### config.mk
export PLATFORM = sky130hd
export DESIGN_NAME = lfu_cache_table_unit
export DESIGN_NICKNAME = d
export VERILOG_FILES = /design/src/rtl/core/lfu_pkg.sv /design/src/rtl/core/lfu_ram.sv /design/src/rtl/core/lfu_ctrl.sv /design/src/rtl/core/lfu_dp.sv /design/src/rtl/core/lfu_cache_table_unit.sv
export SDC_FILE = /design/constraint.sdc
export NUM_CORES = 2
export LEC_CHECK = 0
export ABC_AREA = 0
export BUFFER_PORTS_ARGS = -buffer_cell sky130_fd_sc_hd__clkbuf_2
export CORE_ASPECT_RATIO = 0.7
export CORE_UTILIZATION = 57
export CTS_BUF_LIST = sky130_fd_sc_hd__clkbuf_2 sky130_fd_sc_hd__clkbuf_4 sky130_fd_sc_hd__clkbuf_8
export CTS_CLUSTER_SIZE = 25
export DETAILED_ROUTE_END_ITERATION = 8
export PLACE_DENSITY = 0.7
export SLEW_MARGIN = 15
export SYNTH_ARGS = -nofsm -noshare
export SYNTH_HDL_FRONTEND = slang
export SYNTH_SLANG_ARGS = --single-unit
### constraint.sdc
create_clock -name clk_i -period 22.2 [get_ports clk_i]
set_input_delay 4.44 -clock clk_i [delete_from_list [all_inputs] [get_ports clk_i]]
set_output_delay 4.44 -clock clk_i [all_outputs]
set_load 0.01 [all_outputs]
### src/rtl/core/lfu_pkg.sv
// Shared types and constants for the LFU cache table.
package lfu_pkg;

  localparam int unsigned ENTRIES = 16;
  localparam int unsigned IDX_W   = (ENTRIES > 1) ? $clog2(ENTRIES) : 1;
  localparam int unsigned OCC_W   = $clog2(ENTRIES + 1);
  localparam int unsigned CAP_W   = 5;
  localparam int unsigned DATA_W  = 32;

  localparam logic OP_GET = 1'b0;
  localparam logic OP_PUT = 1'b1;

  typedef struct packed {
    logic                     operation;
    logic        [DATA_W-1:0] lookup_key;
    logic signed [DATA_W-1:0] write_value;
  } in_t;

  typedef struct packed {
    logic                     hit;
    logic signed [DATA_W-1:0] read_value;
  } out_t;

  typedef struct packed {
    logic [DATA_W-1:0] key;
    logic [DATA_W-1:0] value;
    logic [DATA_W-1:0] count;
    logic [DATA_W-1:0] stamp;
  } entry_t;

  localparam int unsigned ENTRY_W = $bits(entry_t);

  // controller -> datapath
  typedef struct packed {
    logic load;    // capture item, clear scan state
    logic rd;      // read entry at scan address, advance address
    logic commit;  // write back and load result register
  } cmd_t;

  // datapath -> controller
  typedef struct packed {
    logic cap_zero;
    logic scan_last;
    logic out_free;
  } status_t;

endpackage

### src/rtl/core/lfu_ram.sv
// Generic single-port-write, single-port-read RAM with registered read data.
module lfu_ram #(
  parameter int unsigned WIDTH = 32,
  parameter int unsigned DEPTH = 16
) (
  input  logic                                     clk_i,
  input  logic                                     we_i,
  input  logic [$clog2(DEPTH > 1 ? DEPTH : 2)-1:0] waddr_i,
  input  logic [WIDTH-1:0]                         wdata_i,
  input  logic [$clog2(DEPTH > 1 ? DEPTH : 2)-1:0] raddr_i,
  output logic [WIDTH-1:0]                         rdata_o
);

  logic [WIDTH-1:0] mem_q [DEPTH];
  logic [WIDTH-1:0] rdata_q;

  always_ff @(posedge clk_i) begin
    if (we_i) begin
      mem_q[waddr_i] <= wdata_i;
    end
    rdata_q <= mem_q[raddr_i];
  end

  assign rdata_o = rdata_q;

endmodule

### src/rtl/core/lfu_ctrl.sv
// Sequencer for the LFU cache: accept, scan, write back, hand off result.
module lfu_ctrl (
  input  logic             clk_i,
  input  logic             rst_ni,
  input  logic             in_valid_i,
  output logic             in_stall_o,
  input  lfu_pkg::status_t status_i,
  output lfu_pkg::cmd_t    cmd_o
);

  typedef enum logic [1:0] {
    ST_IDLE,
    ST_SCAN,
    ST_DRAIN,
    ST_FINISH
  } state_e;

  state_e state_q;

  always_ff @(posedge clk_i or negedge rst_ni) begin
    if (!rst_ni) begin
      state_q <= ST_IDLE;
    end else begin
      case (state_q)
        ST_IDLE: begin
          if (in_valid_i) begin
            state_q <= status_i.cap_zero ? ST_FINISH : ST_SCAN;
          end
        end
        ST_SCAN: begin
          if (status_i.scan_last) begin
            state_q <= ST_DRAIN;
          end
        end
        ST_DRAIN: begin
          // last entry's data compares here
          state_q <= ST_FINISH;
        end
        ST_FINISH: begin
          if (status_i.out_free) begin
            state_q <= ST_IDLE;
          end
        end
        default: begin
          state_q <= ST_IDLE;
        end
      endcase
    end
  end

  always_comb begin
    cmd_o        = '0;
    cmd_o.load   = (state_q == ST_IDLE) && in_valid_i;
    cmd_o.rd     = (state_q == ST_SCAN);
    cmd_o.commit = (state_q == ST_FINISH) && status_i.out_free;
  end

  assign in_stall_o = (state_q != ST_IDLE);

endmodule

### src/rtl/core/lfu_dp.sv
// LFU cache datapath: entry RAM, valid bits, scan compare, write back, result register.
module lfu_dp (
  input  logic                               clk_i,
  input  logic                               rst_ni,
  input  lfu_pkg::in_t                       in_data_i,
  input  logic                               cfg_we_i,
  input  logic [lfu_pkg::CAP_W-1:0]          cfg_data_i,
  input  logic                               out_stall_i,
  output logic                               out_valid_o,
  output lfu_pkg::out_t                      out_data_o,
  input  lfu_pkg::cmd_t                      cmd_i,
  output lfu_pkg::status_t                   status_o
);

  localparam int unsigned IW = lfu_pkg::IDX_W;
  localparam int unsigned OW = lfu_pkg::OCC_W;
  localparam int unsigned DW = lfu_pkg::DATA_W;

  // configuration and global state
  logic [lfu_pkg::CAP_W-1:0] cap_q;
  logic [OW-1:0]             cap_eff;
  logic [OW-1:0]             occ_q;
  logic [DW-1:0]             clock_q;
  logic [lfu_pkg::ENTRIES-1:0] valid_q;

  // captured item
  logic          op_q;
  logic [DW-1:0] key_q;
  logic [DW-1:0] val_q;

  // scan state
  logic [IW-1:0] addr_q;
  logic [IW-1:0] cmp_idx_q;
  logic          rd_vld_q;
  logic          found_q;
  logic [IW-1:0] match_idx_q;
  lfu_pkg::entry_t match_q;
  logic          have_vic_q;
  logic [IW-1:0] vic_idx_q;
  logic [DW-1:0] vic_cnt_q;
  logic [DW-1:0] vic_stamp_q;
  logic          have_free_q;
  logic [IW-1:0] free_idx_q;

  // output register
  logic          out_valid_q;
  lfu_pkg::out_t out_q;

  lfu_pkg::entry_t rd_entry;
  lfu_pkg::entry_t wr_entry;
  logic            wr_en;
  logic [IW-1:0]   wr_idx;
  logic            ins_en;
  logic            occ_inc;
  logic            hit;
  logic            cur_valid;
  logic            better;
  logic [DW-1:0]   clock_nxt;
  logic [DW-1:0]   sat_cnt;

  lfu_ram #(
    .WIDTH (lfu_pkg::ENTRY_W),
    .DEPTH (lfu_pkg::ENTRIES)
  ) u_entry_ram (
    .clk_i   (clk_i),
    .we_i    (wr_en),
    .waddr_i (wr_idx),
    .wdata_i (wr_entry),
    .raddr_i (addr_q),
    .rdata_o (rd_entry)
  );

  assign cap_eff = (32'(cap_q) > lfu_pkg::ENTRIES) ? OW'(lfu_pkg::ENTRIES) : OW'(cap_q);

  // scan compare on the entry read last cycle
  assign cur_valid = valid_q[cmp_idx_q];
  assign better    = !have_vic_q || (rd_entry.count < vic_cnt_q) ||
                     ((rd_entry.count == vic_cnt_q) && (rd_entry.stamp < vic_stamp_q));

  // write-back decision
  assign clock_nxt = clock_q + 1'b1;
  assign sat_cnt   = (match_q.count == '1) ? match_q.count : match_q.count + 1'b1;
  assign hit       = (cap_eff != '0) && found_q;

  always_comb begin
    wr_en    = 1'b0;
    ins_en   = 1'b0;
    occ_inc  = 1'b0;
    wr_idx   = match_idx_q;
    wr_entry = match_q;
    if (cmd_i.commit && (cap_eff != '0)) begin
      if (found_q) begin
        wr_en          = 1'b1;
        wr_entry.key   = key_q;
        wr_entry.value = (op_q == lfu_pkg::OP_PUT) ? val_q : match_q.value;
        wr_entry.count = sat_cnt;
        wr_entry.stamp = clock_nxt;
      end else if (op_q == lfu_pkg::OP_PUT) begin
        wr_entry.key   = key_q;
        wr_entry.value = val_q;
        wr_entry.count = DW'(1);
        wr_entry.stamp = clock_nxt;
        if ((occ_q < cap_eff) && have_free_q) begin
          wr_en   = 1'b1;
          ins_en  = 1'b1;
          occ_inc = 1'b1;
          wr_idx  = free_idx_q;
        end else if (have_vic_q) begin
          wr_en  = 1'b1;
          ins_en = 1'b1;
          wr_idx = vic_idx_q;
        end
      end
    end
  end

  // control state
  always_ff @(posedge clk_i or negedge rst_ni) begin
    if (!rst_ni) begin
      cap_q       <= lfu_pkg::CAP_W'(16);
      occ_q       <= '0;
      clock_q     <= '0;
      valid_q     <= '0;
      rd_vld_q    <= 1'b0;
      addr_q      <= '0;
      found_q     <= 1'b0;
      have_vic_q  <= 1'b0;
      have_free_q <= 1'b0;
      out_valid_q <= 1'b0;
    end else begin
      if (cfg_we_i) begin
        cap_q <= cfg_data_i;
      end
      rd_vld_q <= cmd_i.rd;
      if (cmd_i.load) begin
        addr_q      <= '0;
        found_q     <= 1'b0;
        have_vic_q  <= 1'b0;
        have_free_q <= 1'b0;
      end else if (cmd_i.rd) begin
        addr_q <= addr_q + 1'b1;
      end
      if (rd_vld_q) begin
        if (cur_valid) begin
          if (!found_q && (rd_entry.key == key_q)) begin
            found_q <= 1'b1;
          end
          if (better) begin
            have_vic_q <= 1'b1;
          end
        end else if (!have_free_q) begin
          have_free_q <= 1'b1;
        end
      end
      if (wr_en) begin
        clock_q <= clock_nxt;
      end
      if (ins_en) begin
        valid_q[wr_idx] <= 1'b1;
      end
      if (occ_inc) begin
        occ_q <= occ_q + 1'b1;
      end
      if (cmd_i.commit) begin
        out_valid_q <= 1'b1;
      end else if (!out_stall_i) begin
        out_valid_q <= 1'b0;
      end
    end
  end

  // payload registers
  always_ff @(posedge clk_i) begin
    if (cmd_i.load) begin
      op_q  <= in_data_i.operation;
      key_q <= in_data_i.lookup_key;
      val_q <= in_data_i.write_value;
    end
    if (cmd_i.rd) begin
      cmp_idx_q <= addr_q;
    end
    if (rd_vld_q) begin
      if (cur_valid) begin
        if (!found_q && (rd_entry.key == key_q)) begin
          match_idx_q <= cmp_idx_q;
          match_q     <= rd_entry;
        end
        if (better) begin
          vic_idx_q   <= cmp_idx_q;
          vic_cnt_q   <= rd_entry.count;
          vic_stamp_q <= rd_entry.stamp;
        end
      end else if (!have_free_q) begin
        free_idx_q <= cmp_idx_q;
      end
    end
    if (cmd_i.commit) begin
      out_q.hit        <= hit;
      out_q.read_value <= (hit && (op_q == lfu_pkg::OP_GET)) ? match_q.value : '0;
    end
  end

  assign out_valid_o = out_valid_q;
  assign out_data_o  = out_q;

  always_comb begin
    status_o           = '0;
    status_o.cap_zero  = (cap_eff == '0);
    status_o.scan_last = (addr_q == IW'(lfu_pkg::ENTRIES - 1));
    status_o.out_free  = !out_valid_q || !out_stall_i;
  end

endmodule

### src/rtl/core/lfu_cache_table_unit.sv
// LFU cache table top level: controller plus datapath.
// An item with capacity on is accepted, then scanned with one RAM read per entry, then passes a
// drain state and a write-back state before its result is registered.
// A new item is accepted only in idle, after the previous write-back; with capacity zero an
// item skips the scan. A waiting result does not block the next accept.
// Reset clears valid bits, occupancy and use clock at once; capacity resets to 16.
module lfu_cache_table_unit (
  input  logic                         clk_i,
  input  logic                         rst_ni,
  input  logic                         in_valid_i,
  output logic                         in_stall_o,
  input  lfu_pkg::in_t                 in_data_i,
  output logic                         out_valid_o,
  input  logic                         out_stall_i,
  output lfu_pkg::out_t                out_data_o,
  input  logic                         cfg_valid_i,
  output logic                         cfg_ready_o,
  input  logic [lfu_pkg::CAP_W-1:0]    cfg_data_i
);

  lfu_pkg::cmd_t    cmd;
  lfu_pkg::status_t status;

  assign cfg_ready_o = 1'b1;

  lfu_ctrl u_ctrl (
    .clk_i      (clk_i),
    .rst_ni     (rst_ni),
    .in_valid_i (in_valid_i),
    .in_stall_o (in_stall_o),
    .status_i   (status),
    .cmd_o      (cmd)
  );

  lfu_dp u_dp (
    .clk_i       (clk_i),
    .rst_ni      (rst_ni),
    .in_data_i   (in_data_i),
    .cfg_we_i    (cfg_valid_i),
    .cfg_data_i  (cfg_data_i),
    .out_stall_i (out_stall_i),
    .out_valid_o (out_valid_o),
    .out_data_o  (out_data_o),
    .cmd_i       (cmd),
    .status_o    (status)
  );

endmodule

Yosys cells after proc, flatten, opt, wreduce, memory -nomap -nowiden
Memory sizes are Yosys's and may differ from the RTL's. A register that Yosys moved wholly into a read port is not among the register bits. Index checks and enable logic that the tools add are counted.

RAM bits: 2048. Output and inout port bits: 36. Logic and storage cells: 127. Bits of input ports: 75. ROM bits: 0. Memories: 1. Register bits after elaboration: 375. Latch bits: 0.

$add $sub $neg: 4. Multiplexer cells: 49. Reductions and logical operators: 25. Multipliers: 0. Divide/modulo/power cells: 0. Bitwise operators: 4. Shifts and indexed selects: 0. Equality and inequality tests: 11. Order comparisons: 7.

Memory list: u_dp.u_entry_ram.mem_q (depth 16, width 128, read ports 1, clocked after memory_dff 1, write ports 1, line lfu_ram.sv:14) `logic [WIDTH-1:0] mem_q [DEPTH];`.

Operators by type and width (count): $mux 128 (3); $add 32x1->32 const B (2); $eq 32x32->1 (2); $lt 32x32->1 (2); $mux 32 (2); $eq 32x32->1 const B (1); $mux 1 (29); $mux 4 (7); $or 16x16->16 (1); $reduce_and 3->1 (4); $lt 4x5->1 const B (2); $logic_and 1x1->1 (9); $mux 2 (4); $pmux 2 s4 (1); $add 5x1->5 const B (1); $gt 5x5->1 const B (1); $logic_not 5->1 (1); $lt 5x5->1 (1); $mux 5 (1); $reduce_bool 5->1 (1); $add 4x1->4 const B (1); $bmux 1 s4 (1); $demux 1 s4 (1); $eq 2x2->1 const B (2); 10 further kinds (20).

Longest topological paths before layout
Depth in word-level cells: 13. Depth in mapped cells: 11.

Cells and area by module
A second synthesis with hierarchy kept.

Cells, all modules: 4733. Area, all modules: 96691.5 µm².

By module, submodules not included: lfu_ram (cells an instance 3365, times used 1, seq. area each 64061.4 µm², area an instance 79343.6 µm²); lfu_dp (cells an instance 1346, times used 1, seq. area each 10866.7 µm², area an instance 17147.7 µm²); lfu_ctrl (cells an instance 20, times used 1, seq. area each 50.0 µm², area an instance 188.9 µm²); lfu_cache_table_unit (cells an instance 2, times used 1, seq. area each 0.0 µm², area an instance 11.3 µm²).

Worst setup path after synthesis
Ideal clock, no wire load.

Kind: input-to-reg. Start point: input out_stall_i. End point: memory u_dp.u_entry_ram.mem_q[0][0] (netlist name) (enable). Library setup time: 0.930 ns. Arrival time: 19.737 ns. Stages: 7. Path slack: 1.533 ns. Cells stage by stage: a21boi_1 > o21ai_1 > nor2_1 > o21a_1 > clkbuf_1 > o21ai_1 > nor4_1.

Cells in the longest elaborated chain, start to end: 7. Elaborated cells on any way between the ends: 8. Classes of those cells: 4 x mux; 4 x reduce/logical.

Ends and longest elaborated chain: start, declared (line lfu_cache_table_unit.sv:14) `input logic out_stall_i,`; $logic_not 1->1 *; $logic_or 1x1->1 * (line lfu_dp.sv:210) `status_o.out_free = !out_valid_q || !out_stall_i;`; $logic_and 1x1->1 * (line lfu_ctrl.sv:55) `cmd_o.commit = (state_q == ST_FINISH) && status_i.out_free;`; $logic_and 1x1->1 * (line lfu_dp.sv:91) `if (cmd_i.commit && (cap_eff != '0)) begin`; $mux 1 (line lfu_dp.sv:91); $mux 1 (line lfu_ram.sv:18) `if (we_i) begin`; $mux 1 (implied by the code) (line lfu_ram.sv:19) `mem_q[waddr_i] <= wdata_i;`; end, declared (line lfu_ram.sv:14).

Every way passes the cells marked *; elsewhere a longest branch is shown, timed or not.

==> out/qor.csv <==
stage,metric,value,unit
route,initial drt markers,5500,
placed_design,Cells after DPL,6559,
floorplan,die height,346,um
sta,Period minus WS final,9.40,ns
pwr,sw power,0.00323,W
sta,"Hold Vio Cnt, Final",0,
critical_path,Critical Path Fanout Max,49,
grt,global-route wire length before repair,311,mm
route,Post-Route WL,212,mm
clock_network,Post-CTS Hold Buffers,0,
cells_and_area,Final nets,4871,
cells_and_area,Final Core Density,64.6,%
clock_network,TritonCTS Buffers,379,
outcome,status,"finished, final reports clean",
placed_design,pre-CTS setup slack,11.88,ns
pwr,Seq pwr share,49.5,%
synth,most frequent cell after synthesis,edfxtp_1,
pwr,combinational power share,19.0,%
critical_path,CP arrival,9.99,ns
floorplan,site row count,125,
floorplan,CORE AREA,0.167,sq mm
sta,Final TNS setup,0,ns
grt,GRT Overall Usage,25.2,%
grt,vias in the first global route,45778,
cells_and_area,Area Growth Syn to Fin,11.8,%
sta,Slew @ Worst Pin,1.19,ns
pwr,Pleak,35.0,nW
floorplan,die width,494,um
critical_path,R2R setup slack,15.70,ns
synth,Post-Synthesis Cells,4315,
sta,RSZ-0062 raised after global routing,false,
cells_and_area,fillers,10714,
synth,ys async rst share,2.70,%
job,max capacitance violation total,0,
clock_network,CTS max path bufs,4,
min_path,class of the worst hold path,flip-flop to flip-flop,
synth,library cells used by synthesis,72,
sta,final setup fails,0,
synth,syn_area_per_cell,22.4,sq um
grt,largest net degree at the start of global routing,129,
clock_network,"Setup Fix Bufs, Post-CTS",0,
sta,Slew Limit Headroom,20.9,%
pwr,clock power share,31.5,%
clock_network,clock sinks,2551,
placed_design,routability cong.,0.822,
synth,Syn. warnings,0,
critical_path,Setup CP Type,input pin to flip-flop,
route,DR WL/cell,29.3,um
synth,Area contributors post-synth,"edfxtp_1 (73%), mux4_2 (15%), dfxtp_1 (2.7%)",
floorplan,I/O pin total,111,
synth,Yosys top cell area share,73.3,%
synth,Synth Cell Area,0.0964,sq mm
cells_and_area,layout cells sized above 1,31.4,%
route,DRC,0,
synth,Synth area leader,edfxtp_1,
pwr,Switching Share,26.6,%
synth,Synth top cells by count,"edfxtp_1 (2354), mux4_2 (644), nand2_1 (186)",
synth,number of synthesized flops with an enable pin,2354,
synth,post-synthesis register bit count,2551,
route,via density per instance,6.28,
sta,fmax,0.106,GHz
grt,initial antenna violation count,10,
clock_network,post-CTS sizing,0,
clock_network,TritonCTS clock tree,yes,
critical_path,required time worst endpoint,22.79,ns
pwr,PwrDens,113,mW/mm^2
clock_network,worst-skew pair later-pin latency,1.05,ns
route,via count,45479,
synth,dominant synthesized flop cell,edfxtp_1,
clock_network,H-tree depth,5,
critical_path,Setup crit end kind,flip-flop,
cells_and_area,fin cells,7242,
placed_design,DP HPWL,110,mm
pwr,Cell Int Power,0.00892,W
clock_network,clk slew on worst S/H paths,0.07,ns
sta,crit share post-route,42.4,%
clock_network,CTS Root Cell,clkbuf_8,
sta,skew final,0.0929,ns
synth,sequential element share of the synthesized area,77.7,%
grt,total grt overflow,0,
pwr,Max VDD drop,0.0000887,V
placed_design,PortBufs,109,
route,router iterations before antenna repair,5,
floorplan,Initial Utilization,57.8,%
critical_path,CP Launch Type,input pin,
synth,syn_nets,4466,
floorplan,DIE AREA,0.171,sq mm
sta,"Slew Viols, Final",0,
sta,worst setup slack after layout,12.80,ns
route,Post-DRT Antenna Nets,0,
[sequential cells by signal, indices dropped and copies added (netlist names), 2 cells and up]
name / cells
u_dp.free_idx_q: 4
u_dp.match_q: 128
u_dp.match_idx_q: 4
u_dp.vic_stamp_q: 32
u_dp.vic_cnt_q: 32
u_ctrl.state_q: 2
u_dp.cap_q: 5
u_dp.addr_q: 4
u_dp.out_data_o: 33
u_dp.val_q: 32
u_dp.cmp_idx_q: 4
u_dp.occ_q: 5
u_dp.clock_q: 32
u_dp.u_entry_ram.mem_q: 2048
u_dp.u_entry_ram.rdata_o: 128
u_dp.key_q: 32
u_dp.valid_q: 16
u_dp.vic_idx_q: 4
[cell usage in the layout, fill, tap and decap left out, types with 60 or more instances in the layout]
cell type / Yosys / routed
buf_4: 6 / 94
clkbuf_8: 0 / 436
dfxtp_1: 128 / 128
mux4_2: 644 / 644
edfxtp_1: 2354 / 2354
inv_1: 75 / 74
clkbuf_2: 0 / 108
xnor2_1: 60 / 60
dfrtp_1: 68 / 64
clkbuf_4: 0 / 128
nand2_1: 186 / 185
ha_1: 76 / 76
[critical path, cell delays in order]
cell      delay (ns)
clkbuf_2        0.12
a21boi_4        0.15
buf_4           0.53
o21ai_1         0.42
nor2_4          0.84
o21a_1          0.76
o21ai_1         0.54
nor4_2          0.33
buf_4           0.74
buf_4           0.94
[power groups by stage]
stage | Clock [W] | Combinational [W] | Sequential (W)
after global routing | 0.00410 | 0.00248 | 0.00603
after detailed placement | 0 | 0.00233 | 0.00610
final | 0.00383 | 0.00231 | 0.00601
after CTS | 0.00390 | 0.00234 | 0.00600
after floorplan | 0 | 0.00176 | 0.00592
after global placement | 0 | 0.00230 | 0.00610
[metal layers]
metal | routed length [um] | global-route usage (%)
met1 | 93000 | 40.6
met2 | 95200 | 36.0
met3 | 20800 | 5.00
met4 | 3530 | 5.85
met5 | 0 | 0
[layout make-up]
cell class                      instances  area, sq um  share of cell area [%]
Antenna cell                            4         10.0                 0.00928
Clock inverter                        114          716                   0.664
Sequential cell                      2551        75000                    69.5
Tap cell                             2222         2780                    2.58
Timing Repair Buffer                  213         1450                    1.34
Inverter                               75          284                   0.263
Clock buffer                          563         6950                    6.45
Multi-Input combinational cell       1500        20700                    19.2
[per-stage QoR]
| step | area [sq um] | total power, W | hold WS, ns |
|---|---|---|---|
| finish | 108000 | 0.0122 | 0.389 |
| global route | 108000 | 0.0126 | 0.389 |
| CTS | 108000 | 0.0122 | 0.376 |
| detailed placement | 100000 | 0.00843 | 0.389 |
| global placement | 100000 | 0.00839 | 0.387 |
| floorplan | 96400 | 0.00768 | 0.386 |
[cells by family after synthesis]
family	Yosys count	share of synthesized area (%)
AO/OA/AOI/OAI	168	1.15
XOR/XNOR	100	0.908
adder cells (fa/ha/maj)	76	0.986
buffers and inverters	264	1.10
flip-flops	2551	77.7
multiplexers	702	15.7
other	1	0.00389
AND/OR/NAND/NOR	453	2.41
[path summary, 6_finish.rpt]
path,to,start,cells after the start
worst min register to register,u_dp.match_q[80],u_dp.u_entry_ram.rdata_o[80],0
min in group asynchronous,u_dp.addr_q[3],rst_ni,1
worst max-delay path,u_dp.u_entry_ram.mem_q[8][17],out_stall_i,10
worst max register to register,u_dp.u_entry_ram.mem_q[8][17],u_ctrl.state_q[1],10
worst min-delay path,u_dp.match_q[80],u_dp.u_entry_ram.rdata_o[80],0
max in group asynchronous,u_dp.addr_q[1],rst_ni,1
Note: power is estimated with default switching activity, not from simulation.
